--- src/sv/positional_list_insert_delete_macros.svh ---
// Assertion macros for the positional list block.
`ifndef POSITIONAL_LIST_INSERT_DELETE_MACROS_SVH
`define POSITIONAL_LIST_INSERT_DELETE_MACROS_SVH

// Same-cycle implication, checked out of reset.
`define PLI_ASSERT_NOW(lbl, ante, cons, msg) \
  lbl: assert property (@(posedge clk) disable iff (!rst_n) (ante) |-> (cons)) \
    else $error(msg);

// Next-cycle implication, checked out of reset.
`define PLI_ASSERT_NEXT(lbl, ante, cons, msg) \
  lbl: assert property (@(posedge clk) disable iff (!rst_n) (ante) |=> (cons)) \
    else $error(msg);

`endif

--- src/sv/pli_pkg.sv ---
// Shared types and codes for the positional list block.
package pli_pkg;

  localparam logic [1:0] MODE_INS = 2'd0;
  localparam logic [1:0] MODE_DEL = 2'd1;
  localparam logic [1:0] MODE_RD  = 2'd2;

  typedef enum logic [1:0] {
    ST_OK     = 2'd0,
    ST_BADPOS = 2'd1,
    ST_FULL   = 2'd2
  } pli_status_t;

  // Per-cycle command broadcast to every cell, already qualified.
  typedef struct packed {
    logic ins;  // open a gap at the position and write the new value
    logic del;  // close the gap at the position
  } pli_op_t;

endpackage

--- src/sv/pli_if.sv ---
// Valid/ready channel interfaces for requests and results.
interface pli_in_if;
  logic               valid;
  logic               ready;
  logic [1:0]         mode;
  logic [4:0]         position;
  logic signed [31:0] value;

  modport source (output valid, mode, position, value, input ready);
  modport sink   (input valid, mode, position, value, output ready);
endinterface

interface pli_out_if;
  logic               valid;
  logic               ready;
  logic [1:0]         status;
  logic [4:0]         count_after;
  logic signed [31:0] read_value;

  modport source (output valid, status, count_after, read_value, input ready);
  modport sink   (input valid, status, count_after, read_value, output ready);
endinterface

--- src/sv/positional_list_insert_delete.sv ---
// Positional list top level: request decode, cell chain and result register.
//
// Ordered list of up to DEPTH signed 32-bit entries held in a chain of cells.
// A request inserts a value at a 1-based position (1 to count+1), deletes the
// entry at a position (1 to count) or reads it. On insert or delete the cells
// from the position on load the new value or a neighbour in the same cycle,
// so one request is taken per clock while no result is held back, and its
// result appears in the output register on the next edge; the rate is set
// by the cell update, position compare and read-out select across all cells.
// A new request is taken while a result waits if that result leaves in the
// same cycle. An insert into a full list returns status 2 at any position;
// else a bad position (including zero, or any delete/read on an empty list)
// returns status 1, as does the unused mode; none of these touch the list,
// and read_value is 0 for them and for every insert. count_after is the
// element count after the request, taken to 5 bits. Entries need no
// clearing after reset: only entries below the count are ever read.
module positional_list_insert_delete import pli_pkg::*; #(
  parameter int DEPTH = 16
) (
  input  logic             clk,
  input  logic             rst_n,
  pli_in_if.sink           in_ch,
  pli_out_if.source        out_ch
);

  localparam int IW = (DEPTH > 1) ? $clog2(DEPTH) : 1;
  localparam int LW = $clog2(DEPTH + 1);
  localparam int CW = ((LW > 5) ? LW : 5) + 1;  // room for count + 1

  // Request side
  logic          acc;
  logic [CW-1:0] pos_w;
  logic [CW-1:0] len_w;
  logic          pos_nz;
  logic          full;
  logic          ins_ok;
  logic          del_ok;
  logic          rd_ok;
  logic [4:0]    pos_m1;
  logic [IW-1:0] pos_idx;
  pli_op_t       op;

  // List state
  logic [LW-1:0] len_r;
  logic [LW-1:0] len_nxt;

  // Cell chain
  logic signed [31:0] cell_val [DEPTH];
  logic [DEPTH-1:0]   cell_sel;
  logic signed [31:0] hit_val;

  // Result register
  logic               out_valid_r;
  logic               out_valid_nxt;
  pli_status_t        status_r;
  pli_status_t        status_nxt;
  logic [4:0]         count_r;
  logic signed [31:0] rdv_r;
  logic signed [31:0] rdv_nxt;

  // Output slot frees up when empty or draining this cycle.
  assign in_ch.ready = !out_valid_r || out_ch.ready;
  assign acc         = in_ch.valid && in_ch.ready;

  assign pos_w  = CW'(in_ch.position);
  assign len_w  = CW'(len_r);
  assign pos_nz = (in_ch.position != 5'd0);
  assign full   = (len_r == LW'(DEPTH));

  assign ins_ok = (in_ch.mode == MODE_INS) && !full && pos_nz
                  && (pos_w <= len_w + CW'(1));
  assign del_ok = (in_ch.mode == MODE_DEL) && pos_nz && (pos_w <= len_w);
  assign rd_ok  = (in_ch.mode == MODE_RD)  && pos_nz && (pos_w <= len_w);

  // Zero-based index; garbage on position zero, but then nothing is qualified.
  assign pos_m1  = in_ch.position - 5'd1;
  assign pos_idx = IW'(pos_m1);

  assign op.ins = acc && ins_ok;
  assign op.del = acc && del_ok;

  // Chain: left is i-1 (input value for cell 0), right is i+1 (last: itself).
  for (genvar i = 0; i < DEPTH; i++) begin : g_cell
    logic signed [31:0] prev_v;
    logic signed [31:0] next_v;

    if (i == 0) begin : g_first
      assign prev_v = in_ch.value;
    end else begin : g_mid_l
      assign prev_v = cell_val[i-1];
    end

    if (i == DEPTH - 1) begin : g_last
      assign next_v = cell_val[i];
    end else begin : g_mid_r
      assign next_v = cell_val[i+1];
    end

    pli_cell #(
      .IW  (IW),
      .IDX (i)
    ) u_cell (
      .clk      (clk),
      .op       (op),
      .pos_idx  (pos_idx),
      .new_val  (in_ch.value),
      .prev_val (prev_v),
      .next_val (next_v),
      .val      (cell_val[i]),
      .sel      (cell_sel[i])
    );
  end

  // Read-out: one-hot select from the cells' own position match.
  always_comb begin
    hit_val = '0;
    for (int i = 0; i < DEPTH; i++) begin
      hit_val = hit_val | (cell_sel[i] ? cell_val[i] : 32'sd0);
    end
  end

  always_comb begin
    len_nxt = len_r;
    if (op.ins) begin
      len_nxt = len_r + LW'(1);
    end else if (op.del) begin
      len_nxt = len_r - LW'(1);
    end
  end

  always_comb begin
    status_nxt = ST_BADPOS;
    rdv_nxt    = '0;
    if ((in_ch.mode == MODE_INS) && full) begin
      status_nxt = ST_FULL;
    end else if (ins_ok) begin
      status_nxt = ST_OK;
    end else if (del_ok || rd_ok) begin
      status_nxt = ST_OK;
      rdv_nxt    = hit_val;
    end
  end

  assign out_valid_nxt = acc ? 1'b1 : (out_valid_r && !out_ch.ready);

  always_ff @(posedge clk) begin
    if (!rst_n) begin
      len_r       <= '0;
      out_valid_r <= 1'b0;
    end else begin
      len_r       <= len_nxt;
      out_valid_r <= out_valid_nxt;
    end
  end

  // Result payload, loaded with each accepted transaction.
  always_ff @(posedge clk) begin
    if (acc) begin
      status_r <= status_nxt;
      count_r  <= 5'(len_nxt);
      rdv_r    <= rdv_nxt;
    end
  end

  assign out_ch.valid       = out_valid_r;
  assign out_ch.status      = status_r;
  assign out_ch.count_after = count_r;
  assign out_ch.read_value  = rdv_r;

`include "positional_list_insert_delete_macros.svh"

  `PLI_ASSERT_NOW(a_len_bound, 1'b1, len_r <= LW'(DEPTH), "count above depth")
  `PLI_ASSERT_NEXT(a_ins_grows, op.ins, len_r == $past(len_r) + LW'(1), "insert lost count")
  `PLI_ASSERT_NOW(a_err_zero, out_valid_r && (status_r != ST_OK), rdv_r == 32'sd0, "error data")
  `PLI_ASSERT_NOW(a_op_excl, 1'b1, !(op.ins && op.del), "insert and delete together")

endmodule

--- src/sv/pli_cell.sv ---
// One list cell: holds an entry and shifts with its neighbours.
module pli_cell import pli_pkg::*; #(
  parameter int IW  = 4,
  parameter int IDX = 0
) (
  input  logic               clk,
  input  pli_op_t            op,
  input  logic [IW-1:0]      pos_idx,
  input  logic signed [31:0] new_val,
  input  logic signed [31:0] prev_val,
  input  logic signed [31:0] next_val,
  output logic signed [31:0] val,
  output logic               sel
);

  logic signed [31:0] val_r;
  logic signed [31:0] val_nxt;
  logic               at_pos;
  logic               past_pos;

  assign at_pos   = (pos_idx == IW'(IDX));
  assign past_pos = (pos_idx <  IW'(IDX));

  always_comb begin
    val_nxt = val_r;
    priority if (op.ins && at_pos) begin
      val_nxt = new_val;
    end else if (op.ins && past_pos) begin
      val_nxt = prev_val;
    end else if (op.del && (at_pos || past_pos)) begin
      val_nxt = next_val;
    end
  end

  always_ff @(posedge clk) begin
    val_r <= val_nxt;
  end

  assign val = val_r;
  assign sel = at_pos;

endmodule
--- src/flat_wrapper.sv ---
// flat-port wrapper written by rule: the top's interface ports become plain ports
module positional_list_insert_delete_flat import pli_pkg::*;
#(
  parameter int DEPTH = 16
)
  (clk, rst_n, in_ch_valid, in_ch_mode, in_ch_position, in_ch_value, in_ch_ready, out_ch_valid, out_ch_status, out_ch_count_after, out_ch_read_value, out_ch_ready);
  pli_in_if in_ch_i ();
  pli_out_if out_ch_i ();
  input  logic clk;
  input  logic rst_n;
  input wire logic [$bits(in_ch_i.valid)-1:0] in_ch_valid;
  input wire logic [$bits(in_ch_i.mode)-1:0] in_ch_mode;
  input wire logic [$bits(in_ch_i.position)-1:0] in_ch_position;
  input wire logic [$bits(in_ch_i.value)-1:0] in_ch_value;
  output wire logic [$bits(in_ch_i.ready)-1:0] in_ch_ready;
  output wire logic [$bits(out_ch_i.valid)-1:0] out_ch_valid;
  output wire logic [$bits(out_ch_i.status)-1:0] out_ch_status;
  output wire logic [$bits(out_ch_i.count_after)-1:0] out_ch_count_after;
  output wire logic [$bits(out_ch_i.read_value)-1:0] out_ch_read_value;
  input wire logic [$bits(out_ch_i.ready)-1:0] out_ch_ready;
  assign in_ch_i.valid = in_ch_valid;
  assign in_ch_i.mode = in_ch_mode;
  assign in_ch_i.position = in_ch_position;
  assign in_ch_i.value = in_ch_value;
  assign in_ch_ready = in_ch_i.ready;
  assign out_ch_valid = out_ch_i.valid;
  assign out_ch_status = out_ch_i.status;
  assign out_ch_count_after = out_ch_i.count_after;
  assign out_ch_read_value = out_ch_i.read_value;
  assign out_ch_i.ready = out_ch_ready;
  positional_list_insert_delete #(.DEPTH(DEPTH)) u_core (.clk(clk), .rst_n(rst_n), .in_ch(in_ch_i), .out_ch(out_ch_i));
endmodule
--- config.mk ---
export PLATFORM = sky130hd
export DESIGN_NAME = positional_list_insert_delete_flat
export DESIGN_NICKNAME = d
export VERILOG_FILES = /design/src/sv/pli_pkg.sv /design/src/sv/pli_if.sv /design/src/sv/positional_list_insert_delete.sv /design/src/sv/pli_cell.sv /design/src/flat_wrapper.sv
export VERILOG_INCLUDE_DIRS = /design/src /design/src/sv
export SDC_FILE = /design/constraint.sdc
export NUM_CORES = 1
export LEC_CHECK = 0
export BUFFER_PORTS_ARGS = -buffer_cell sky130_fd_sc_hd__buf_4
export CAP_MARGIN = 25
export CORE_UTILIZATION = 25
export CTS_BUF_LIST = sky130_fd_sc_hd__clkbuf_2
export CTS_CLUSTER_SIZE = 12
export DETAILED_ROUTE_END_ITERATION = 6
export GPL_ROUTABILITY_DRIVEN = 0
export PLACE_DENSITY = 0.43
export REMOVE_ABC_BUFFERS = 1
export SETUP_SLACK_MARGIN = 0.05
export SYNTH_ARGS = -nofsm -noshare
export SYNTH_HDL_FRONTEND = slang
export SYNTH_SLANG_ARGS = --single-unit
--- constraint.sdc ---
create_clock -name clk -period 6.32 [get_ports clk]
set_input_delay 1.58 -clock clk [delete_from_list [all_inputs] [get_ports clk]]
set_output_delay 1.58 -clock clk [all_outputs]
set_load 0.1 [all_outputs]
Word-level counts from Yosys, hierarchy flattened:

Index checks and enable logic that the tools add are counted.

* bits in writable memories: 0
* memories: 0
* bits in registers: 557
* memory bits (read-only): 0
* bits of input ports: 43
* word-level logic and storage cells: 246
* output and inout port bits: 41
* bits in latches: 0

* add/sub/neg operators: 4
* $mul: 0
* bitwise gates (word level): 16
* divide/modulo/power cells: 0
* equality and inequality tests: 18
* muxes and demuxes: 68
* reductions and logical operators: 100
* shifts and indexed selects: 0
* $lt $le $gt $ge: 18

Operator list (count)
* $mux 32: 63
* $or 32x32->32: 15
* $logic_and 1x1->1: 59
* $reduce_bool 3->1: 15
* $eq 4x4->1 const B: 8
* $lt 4x4->1 const B: 8
* $logic_or 1x1->1: 17
* $eq 4x3->1 const B: 4
* $lt 4x3->1 const B: 4
* $mux 5: 2
* $eq 4x2->1 const B: 2
* $lt 4x1->1 const B: 2
* $lt 4x2->1 const B: 2
* $add 5x1->6 const B: 1
* $le 5x6->1: 1
* $add 5x1->5 const B: 1
* $eq 5x5->1 const B: 1
* $le 5x5->1: 1
* $reduce_bool 5->1: 1
* $sub 5x1->5 const B: 1
* $eq 4x1->1 const B: 1
* $logic_not 4->1: 1
* $sub 4x1->4 const B: 1
* $logic_not 1->1: 3
* other kinds (9): 10

Longest topological paths before layout:

Gate-level depths: netlist (run 1).

* depth after elaboration: 18
* mapped depth: 14
* gate-level depth less buffers: 11

By module:

Synthesis (run 1) repeated with hierarchy kept, for this count alone.

* cells, all modules: 2612
* area, all modules: 33681.1 um^2

Modules (own cells, without submodules)
* positional_list_insert_delete: instances 1, area an instance 4812.1 um^2, cells each 510, sequential area each 1291.2 um^2
* pli_cell at u_core.g_cell[11].u_cell: instances 1, area an instance 2424.8 um^2, cells each 223, sequential area each 960.9 um^2
* pli_cell at u_core.g_cell[5].u_cell: instances 1, area an instance 2122.0 um^2, cells each 159, sequential area each 960.9 um^2
* pli_cell at u_core.g_cell[10].u_cell: instances 1, area an instance 2090.8 um^2, cells each 191, sequential area each 960.9 um^2
* pli_cell at u_core.g_cell[8].u_cell: instances 1, area an instance 1959.4 um^2, cells each 108, sequential area each 960.9 um^2
* pli_cell at u_core.g_cell[3].u_cell: instances 1, area an instance 1838.0 um^2, cells each 143, sequential area each 960.9 um^2
* pli_cell at u_core.g_cell[1].u_cell: instances 1, area an instance 1796.7 um^2, cells each 107, sequential area each 960.9 um^2
* pli_cell at u_core.g_cell[14].u_cell: instances 1, area an instance 1765.4 um^2, cells each 116, sequential area each 960.9 um^2
* pli_cell at u_core.g_cell[2].u_cell: instances 1, area an instance 1716.6 um^2, cells each 155, sequential area each 960.9 um^2
* pli_cell at u_core.g_cell[4].u_cell: instances 1, area an instance 1710.4 um^2, cells each 117, sequential area each 960.9 um^2
* pli_cell at u_core.g_cell[9].u_cell: instances 1, area an instance 1692.9 um^2, cells each 116, sequential area each 960.9 um^2
* pli_cell at u_core.g_cell[12].u_cell: instances 1, area an instance 1684.1 um^2, cells each 112, sequential area each 960.9 um^2
* pli_cell at u_core.g_cell[13].u_cell: instances 1, area an instance 1670.4 um^2, cells each 116, sequential area each 960.9 um^2
* pli_cell at u_core.g_cell[15].u_cell: instances 1, area an instance 1656.6 um^2, cells each 141, sequential area each 960.9 um^2
* +3 rows

Least setup slack after synthesis (run 1):

OpenSTA, ideal clock, no wires.

* kind: input to register
* start point: input out_ch_ready
* end point: register u_core.g_cell[10].u_cell.val_r[0] (enable)
* cell stages on the path: 7
* path buffers: 0
* data arrival time: 5.720 ns
* path slack: 0.159 ns
* setup time: 0.441 ns
* required time: 5.879 ns
* cell sequence: nand2b_1 -> nand3b_1 -> nor2_1 -> nand2_1 -> inv_1 -> o21ai_0 -> a31oi_1

* longest elaborated chain between the ends: 5
* elaborated cells between the ends (all ways): 8
* those cells by class: reduce/logical (8)

RTL lines
* start, declared: RTL line flat_wrapper.sv:20 `input wire logic [$bits(out_ch_i.ready)-1:0] out_ch_ready;`
* $logic_or 1x1->1 (*): RTL line positional_list_insert_delete.sv:62 `assign in_ch.ready = !out_valid_r || out_ch.ready;`
* $logic_and 1x1->1 (*): RTL line positional_list_insert_delete.sv:63 `assign acc = in_ch.valid && in_ch.ready;`
* $logic_and 1x1->1 (on tied branches): RTL line positional_list_insert_delete.sv:79, positional_list_insert_delete.sv:80
* $logic_and 1x1->1 (on tied branches): RTL line pli_cell.sv:26, pli_cell.sv:28, pli_cell.sv:30
* $reduce_bool 3->1 (no source line) (*)
* end signal, assigned: RTL line pli_cell.sv:36 `val_r <= val_nxt;`
* end, declared: RTL line pli_cell.sv:16 `logic signed [31:0] val_r;`

Every way passes the cells marked *; elsewhere a longest branch is shown, timed or not.
A chain may end at the register's enable or synchronous reset.

Worst setup path after layout (run 1):

* start point: register u_core.len_r[0]
* end point: register u_core.g_cell[11].u_cell.val_r[10] (enable)

* longest elaborated chain between the ends: 8
* elaborated cells between the ends (all ways): 15
* those cells by class: add/sub (1); order compare (2); eq/ne (1); reduce/logical (11)

RTL lines
* start, declared: RTL line positional_list_insert_delete.sv:44 `logic [LW-1:0] len_r;`
* start signal, assigned: RTL line positional_list_insert_delete.sv:151 `len_r <= len_nxt;`
* parallel branches: the longest is 7 deep, another holds $add 5x1->6
* $reduce_bool 3->1 (no source line) (*)
* end signal, assigned: RTL line pli_cell.sv:36
* end, declared: RTL line pli_cell.sv:16

Mark *: on every way between the ends.

==> key figures, run 1 <==
Timing
  – Setup Viol. Count Final: 0
  – Fin crit period: 4.25 ns
  – Clock skew: 0.122 ns
  – Crit share post-route: 67.2%
  – Setup WS post-layout: 2.07 ns
  – Max_slew headroom: 22.2%
  – Worst-margin pin slew: 1.17 ns
  – Max Freq: 0.235 GHz
  – Setup TNS: 0 ns
  – Slew Limit Fails: 0
  – RSZ-0062 raised after global routing: false
  – Hold Vio Cnt, Final: 0

Yosys
  – Seq/Total Area, Yosys: 51.4%
  – Number of synthesized flops with an enable pin: 551
  – Post-Syn Area: 32400 sq um
  – Main synth FF type: edfxtp_1
  – Seq cells post-synth: 557
  – Synth warn: 0
  – Netlist cell types: 86
  – Syn_area_per_cell: 9.67 sq um
  – Async set-reset flop share out of synthesis: 0%
  – Post-Syn Instances: 3354

Power and ir drop
  – Static Leak: 13.3 nW
  – Cell Pwr Density: 223 nW/um^2
  – Maximum vdd ir drop: 0.173 mV

Route
  – Starting DRT DRC Count: 4772
  – Wire per inst: 32.5 um
  – Initial DRT Pass Iterations: 7
  – Detail Route Antenna Nets: 0
  – Via count: 30800
  – DRC Markers: 3
  – Post-DR vias/cell: 5.82
  – WL final: 172000 um

Worst setup path
  – CP delay by family, top: compound AO/OA/AOI/OAI gates
  – Buffers & Inverters on Critical Path: 3
  – Setup CP Type: register to register
  – WP data arrival: 5.41 ns
  – Max FO, Critical Path: 23
  – Reg-to-reg startpoint: u_core.len_r[0]
  – Register-to-register setup slack: 2.07 ns
  – Reg-to-Reg End: u_core.g_cell[11].u_cell.val[10]
  – Worst setup SP type: register
  – Element type at the critical path end: register
  – Crit path cell chain: ha_1 -> nand3_1 -> xnor2_1 -> ha_1 -> nand3_1 -> o21bai_1 -> a31o_2 -> nand2_1 -> inv_2 -> o21ai_0 -> inv_2 -> buf_12
  – Crit path largest cell delay: 0.67 ns
  – FF-to-FF path depth: 12
  – Required time worst endpoint: 7.48 ns
  – Crit path max-delay cell type: o21ai_0

Global routing
  – Busiest metal layer after global routing: met2
  – Largest net degree at the start of global routing: 97
  – Global Route Usage Sum: 25.5%
  – GR Overflow Total: 0
  – Grt met1 use: 34.5%
  – Vias in the first global route: 28800
  – M2 GR Usage: 38.7%
  – Global-route wire length before repair: 235000 um
  – Met3 Use GR: 6.11%
  – Initial antenna violation count: 3

Finish
  – Fin nets: 3514
  – Share of post-route cells with drive strength above 1: 18.0%
  – P&R area growth vs syn: 14.4%

Worst hold path
  – Hold Path Origin: rst_n
  – Hold Crit Depth: 2
  – Worst Hold Path EP: u_core.len_r[0]
  – Hold crit path type: primary input to register

Die
  – Core Box Area: 128000 sq um
  – Die H: 362 um
  – Starting Density: 25.3%
  – Die width: 362 um
  – Ports: 84
  – Cell Rows: 131
  – Full die area: 131000 sq um

Run status
  – Status: finished, violations left
  – Failing checks: design-rule violations

Clock tree
  – CTS tree: done
  – Clk slew on worst S/H paths: 0.09 ns
  – Htree depth: 4
  – Post-CTS Setup Inserts: 0
  – Max clock buf depth: 3
  – Worst-skew pair later-pin latency: 1.51 ns
  – CTS Sinks: 557
  – Post-CTS Hold Buffers: 0
  – Cts bufs inserted: 168
  – # resized after CTS: 0
  – Clock Root Buffer: clkbuf_2

Flow run
  – Max cap viols: 0

Place
  – Post-DP HPWL: 106000 um
  – Pre-CTS WS: 1.04 ns
  – PortBufs: 83
final cells by class:
type,instances,area (sq um)
tap,1729,2160
sequential,557,16700
inverter,18,67.6
multi-input combinational,2467,14800
timing repair buffer,241,2020
clock inverter,45,206
antenna,6,15.0
fill,13700,91100
clock buffer,236,1180
worst max path at each step:
stage / from / endpoint / slack, ns / cells past startpoint
2_1_floorplan: in_ch_position[0] / u_core.g_cell[4].u_cell.val[0] / -4.47 / 6
3_3_place_gp: in_ch_position[0] / u_core.g_cell[2].u_cell.val[24] / 1.02 / 10
3_5_place_dp: in_ch_position[0] / u_core.g_cell[10].u_cell.val[7] / 1.04 / 11
4_1_cts: u_core.len_r[0] / u_core.g_cell[11].u_cell.val[10] / 2.12 / 12
5_1_grt: u_core.len_r[0] / u_core.g_cell[11].u_cell.val[10] / 1.93 / 12
6_report: u_core.len_r[0] / u_core.g_cell[11].u_cell.val[10] / 2.07 / 12
logic make-up after synthesis:
logic type	share of synthesized area, %
AND/OR/NAND/NOR	16.6
AO/OA/AOI/OAI	19.3
flip-flops	51.4
buffers and inverters	4.43
multiplexers	7.33
adder cells (fa/ha/maj)	0.694
XOR/XNOR	0.216
synth_stat cells, drive strengths merged (8+ instances only):
| cell | n | share of area [%] |
|---|---|---|
| nand2 | 715 | 8.3 |
| edfxtp | 551 | 51 |
| nor2 | 355 | 4.1 |
| a31oi | 296 | 5.7 |
| clkbuf | 190 | 2.2 |
| mux2i | 160 | 4.9 |
| a21oi | 132 | 2.1 |
| o21ai | 132 | 2.0 |
| buf | 122 | 2.0 |
| a22oi | 82 | 1.9 |
| mux2 | 69 | 2.4 |
| and3 | 51 | 0.98 |
| nand3 | 47 | 0.84 |
| nor3 | 44 | 0.82 |
| a211oi | 43 | 0.99 |
| a221o | 39 | 1.2 |
| a221oi | 37 | 1.0 |
| o2bb2ai | 34 | 0.92 |
| o22ai | 27 | 0.52 |
| ha | 18 | 0.69 |
| inv | 17 | 0.20 |
| a222oi | 16 | 0.49 |
| a22o | 15 | 0.40 |
| nor2b | 15 | 0.29 |
| a2111oi | 12 | 0.38 |
| o211ai | 11 | 0.29 |
| a32oi | 8 | 0.22 |
| nor3b | 8 | 0.20 |
registers in the layout, summed over array words and instances, names as in the netlist:
name,flops
u_core.len_r,5
u_core.out_ch.status,2
u_core.out_ch.count_after,5
u_core.out_ch.read_value,32
u_core.g_cell.u_cell.val,512
u_core.out_ch.valid,1
power by group:
group	switching [mW]	total, mW	internal, mW
clock network	1.79	2.82	1.04
logic	0.903	1.21	0.311
registers	0.0881	4.24	4.15
total	2.78	8.27	5.50
placed cells by master (no fill, tap or decap), types with 13 or more instances in the layout:
master     netlist  routed
mux2_2          61      61
a211oi_1        43      43
a221o_1         39      39
a22o_1          15      15
o21ai_0         91      90
clkbuf_2         0     236
mux2i_1        160     160
clkinv_1         1      34
nor2_1         355     347
o21ai_1         40      39
a31oi_1        295     294
buf_12           0      16
inv_1           15      13
nor3_1          35      32
nand3_1         41      35
o22ai_1         27      27
edfxtp_1       551     551
o2bb2ai_1       34      34
nand2_1        713     708
a22oi_1         82      82
a222oi_1        16      16
and3_1          51      49
a21oi_1        130     125
a221oi_1        37      37
buf_4           10     223
ha_1            18      14
worst reg2reg max path, delay by kind of cell (launching register included):
family,cells,cell delay [ns]
AOI/OAI and AO/OA,3,1.23
xor gates and xnor gates,1,0.17
adders and majority gates,2,0.59
buffers and inverters,3,0.81
DFF,1,0.48
and+or+nand+nor,3,0.62
per-layer routing:
metal,up-vias,wire length (um),share of wire [%]
met2,2137,75100,44
met5,-,20,0.012
met3,408,18100,11
met1,15400,71900,42
met4,2,7040,4.1
li1,12900,-,-
metrics by stage:
stage          std cells  hold slack (ns)  utilization, %  total power, mW  cell area [sq um]
2_1_floorplan       3042            0.495               -             4.88              31100
3_3_place_gp        5010            0.531            27.8             5.49              35700
3_5_place_dp        5011            0.537            27.8             5.49              35700
4_1_cts             5292            0.274            28.9             8.29              37100
5_1_grt             5296            0.321            28.9             8.53              37100
6_report            5299            0.399            29.0             8.27              37100
Power figures use the tool's default switching activity.
==> inputs of run 2 (changes only) <==
--- a/config.mk
+++ b/config.mk
@@ -13,7 +13,7 @@
 export CTS_CLUSTER_SIZE = 12
 export DETAILED_ROUTE_END_ITERATION = 6
 export GPL_ROUTABILITY_DRIVEN = 0
-export PLACE_DENSITY = 0.43
+export PLACE_DENSITY = 0.44
 export REMOVE_ABC_BUFFERS = 1
 export SETUP_SLACK_MARGIN = 0.05
 export SYNTH_ARGS = -nofsm -noshare
==> constraint.sdc (replaced) <==
create_clock -name clk -period 3.85 [get_ports clk]
set_input_delay 0.9625 -clock clk [delete_from_list [all_inputs] [get_ports clk]]
set_output_delay 0.9625 -clock clk [all_outputs]
set_load 0.1 [all_outputs]
==> run 2 against run 1 <==
Compared with the run above:
- the run now ends clean
- clock power up 71%
- combinational power up 78%
- die area unchanged
- routed wire length down 1.2%
- worst setup slack worse by 1.8 ns
- fmax up 20%
- total power up 68%
- clock skew down 0.034 ns
- via count up 0.58%
- clock-buffer cell count down 9
- cell area up 5.4%
- critical path depth up 1
- largest cell class unchanged
==> key figures, run 2 (synthesized netlist as in run 1, its figures left out) <==
Run status
  – Status: completed

Power and ir drop
  – Maximum vdd ir drop: 0.256 mV
  – Overall power: 13.9 mW
  – Static Leak: 14.2 nW
  – Cell Pwr Density: 356 nW/um^2

Global routing
  – Vias in the first global route: 29000
  – Global Route Usage Sum: 25.4%
  – GR Overflow Total: 0
  – Largest net degree at the start of global routing: 65
  – Global-route wire length before repair: 235000 um
  – Initial antenna violation count: 7

Worst setup path
  – WP data arrival: 4.65 ns
  – CP delay by family, top: compound AO/OA/AOI/OAI gates
  – Max FO, Critical Path: 16
  – Setup CP Type: register to register
  – Buffers & Inverters on Critical Path: 3
  – Crit path cell chain: ha_1 -> nand3_1 -> xnor2_1 -> ha_1 -> nand3_1 -> buf_4 -> o32ai_2 -> a31o_2 -> buf_6 -> o211ai_4 -> a21boi_0 -> o21ai_4 -> buf_12
  – Crit path max-delay cell type: dfxtp_1
  – Crit path largest cell delay: 0.41 ns
  – Element type at the critical path end: register
  – Worst setup SP type: register
  – Required time worst endpoint: 4.95 ns

Timing
  – Slew Limit Fails: 0
  – Worst hold slack: 0.248 ns
  – Fin crit period: 3.55 ns
  – Hold Vio Cnt, Final: 0
  – Setup TNS: 0 ns
  – Max_slew headroom: 32.7%
  – Setup WS post-layout: 0.300 ns
  – Worst-margin pin slew: 1.01 ns
  – Max Freq: 0.282 GHz
  – Crit share post-route: 92.2%
  – Clock skew: 0.0881 ns
  – RSZ-0062 raised after global routing: false
  – Setup Viol. Count Final: 0

Die
  – Cell Rows: 131
  – Die H: 362 um
  – Starting Density: 25.3%
  – Ports: 84
  – Die width: 362 um
  – Core Box Area: 128000 sq um
  – Full die area: 131000 sq um

Route
  – Initial DRT Pass Iterations: 7
  – Via count: 31000
  – Detail Route Antenna Nets: 0
  – WL final: 170000 um
  – Wire per inst: 31.3 um
  – DRC Markers: 0
  – Starting DRT DRC Count: 4736
  – Post-DR vias/cell: 5.71

Clock tree
  – Worst-skew pair later-pin latency: 1.49 ns
  – Cts bufs inserted: 163
  – Max clock buf depth: 3
  – CTS tree: done
  – CTS Sinks: 557
  – Clk slew on worst S/H paths: 0.09 ns
  – Htree depth: 4
  – Clock Root Buffer: clkbuf_2

Finish
  – Fin nets: 3646
  – P&R area growth vs syn: 20.5%
  – Fin area: 39100 sq um
  – Most frequent cells in the layout: 708 x nand2_1, 551 x edfxtp_1, 347 x nor2_1
  – Commonest non-fill, non-tap cell in the layout: nand2_1
  – Share of post-route cells with drive strength above 1: 20.0%
  – Largest register FFs: 512
  – Fill cells: 13500

Flow run
  – Max cap viols: 0

Place
  – Area after DPL: 37200 sq um
  – Pre-CTS WS: -0.340 ns
  – PortBufs: 83
  – Post-DP HPWL: 108000 um

Worst hold path
  – Hold crit path type: primary input to register
## run 2: report_power, final
| part | internal [mW] | switching (mW) |
|---|---|---|
| Combinational | 0.650 | 1.50 |
| Clock | 1.87 | 2.95 |
| Sequential | 6.81 | 0.145 |
## run 2: worst paths after layout
kind,startpoint,to,slack [ns],cells after the start
setup reg to reg,u_core.len_r[0],u_core.g_cell[6].u_cell.val[18],0.30,13
hold / removal,in_ch_position[4],u_core.out_ch.status[0],0.25,6
setup / recovery,u_core.len_r[0],u_core.g_cell[6].u_cell.val[18],0.30,13
hold reg to reg,u_core.len_r[3],u_core.len_r[3],0.55,2
## run 2: cell type report
| cell class | instances | area [sq um] | share of cell area (%) |
|---|---|---|---|
| repair buffers | 378 | 3940 | 10.1 |
| flip-flops and latches | 557 | 16700 | 42.6 |
| multi-input cells | 2467 | 14800 | 37.9 |
| well taps | 1729 | 2160 | 5.53 |
| inverters | 18 | 67.6 | 0.173 |
| clock inverters | 51 | 327 | 0.835 |
| diodes | 4 | 10.0 | 0.0256 |
| clock buffers | 227 | 1140 | 2.90 |
## run 2: routing by layer
metal	global-route usage [%]	share of wire, %
met5	0	0.0076
met2	38.4	44
met1	34.9	42
met4	9.56	3.6
met3	5.98	10
## run 2: through the flow
step           utilization (%)  cells
5_1_grt                   30.5   5428
4_1_cts                   30.5   5424
2_1_floorplan                -   3042
3_5_place_dp              29.0   5108
6_report                  30.5   5431
3_3_place_gp              29.0   5107
## run 2: timing repair
item	in CTS	in global routing
hold buffers	38	0
gates resized for setup	1	4
pin swaps	0	1
buffers inserted	0	3
hold endpoints to repair	521	0
setup endpoints to repair	62	137
## run 2: tightest hold or removal path: stages
cell and delay (ns):
buf_4 0.09, buf_4 0.11, nor4b_2 0.04, buf_4 0.14, a21oi_1 0.12, nor2_1 0.05
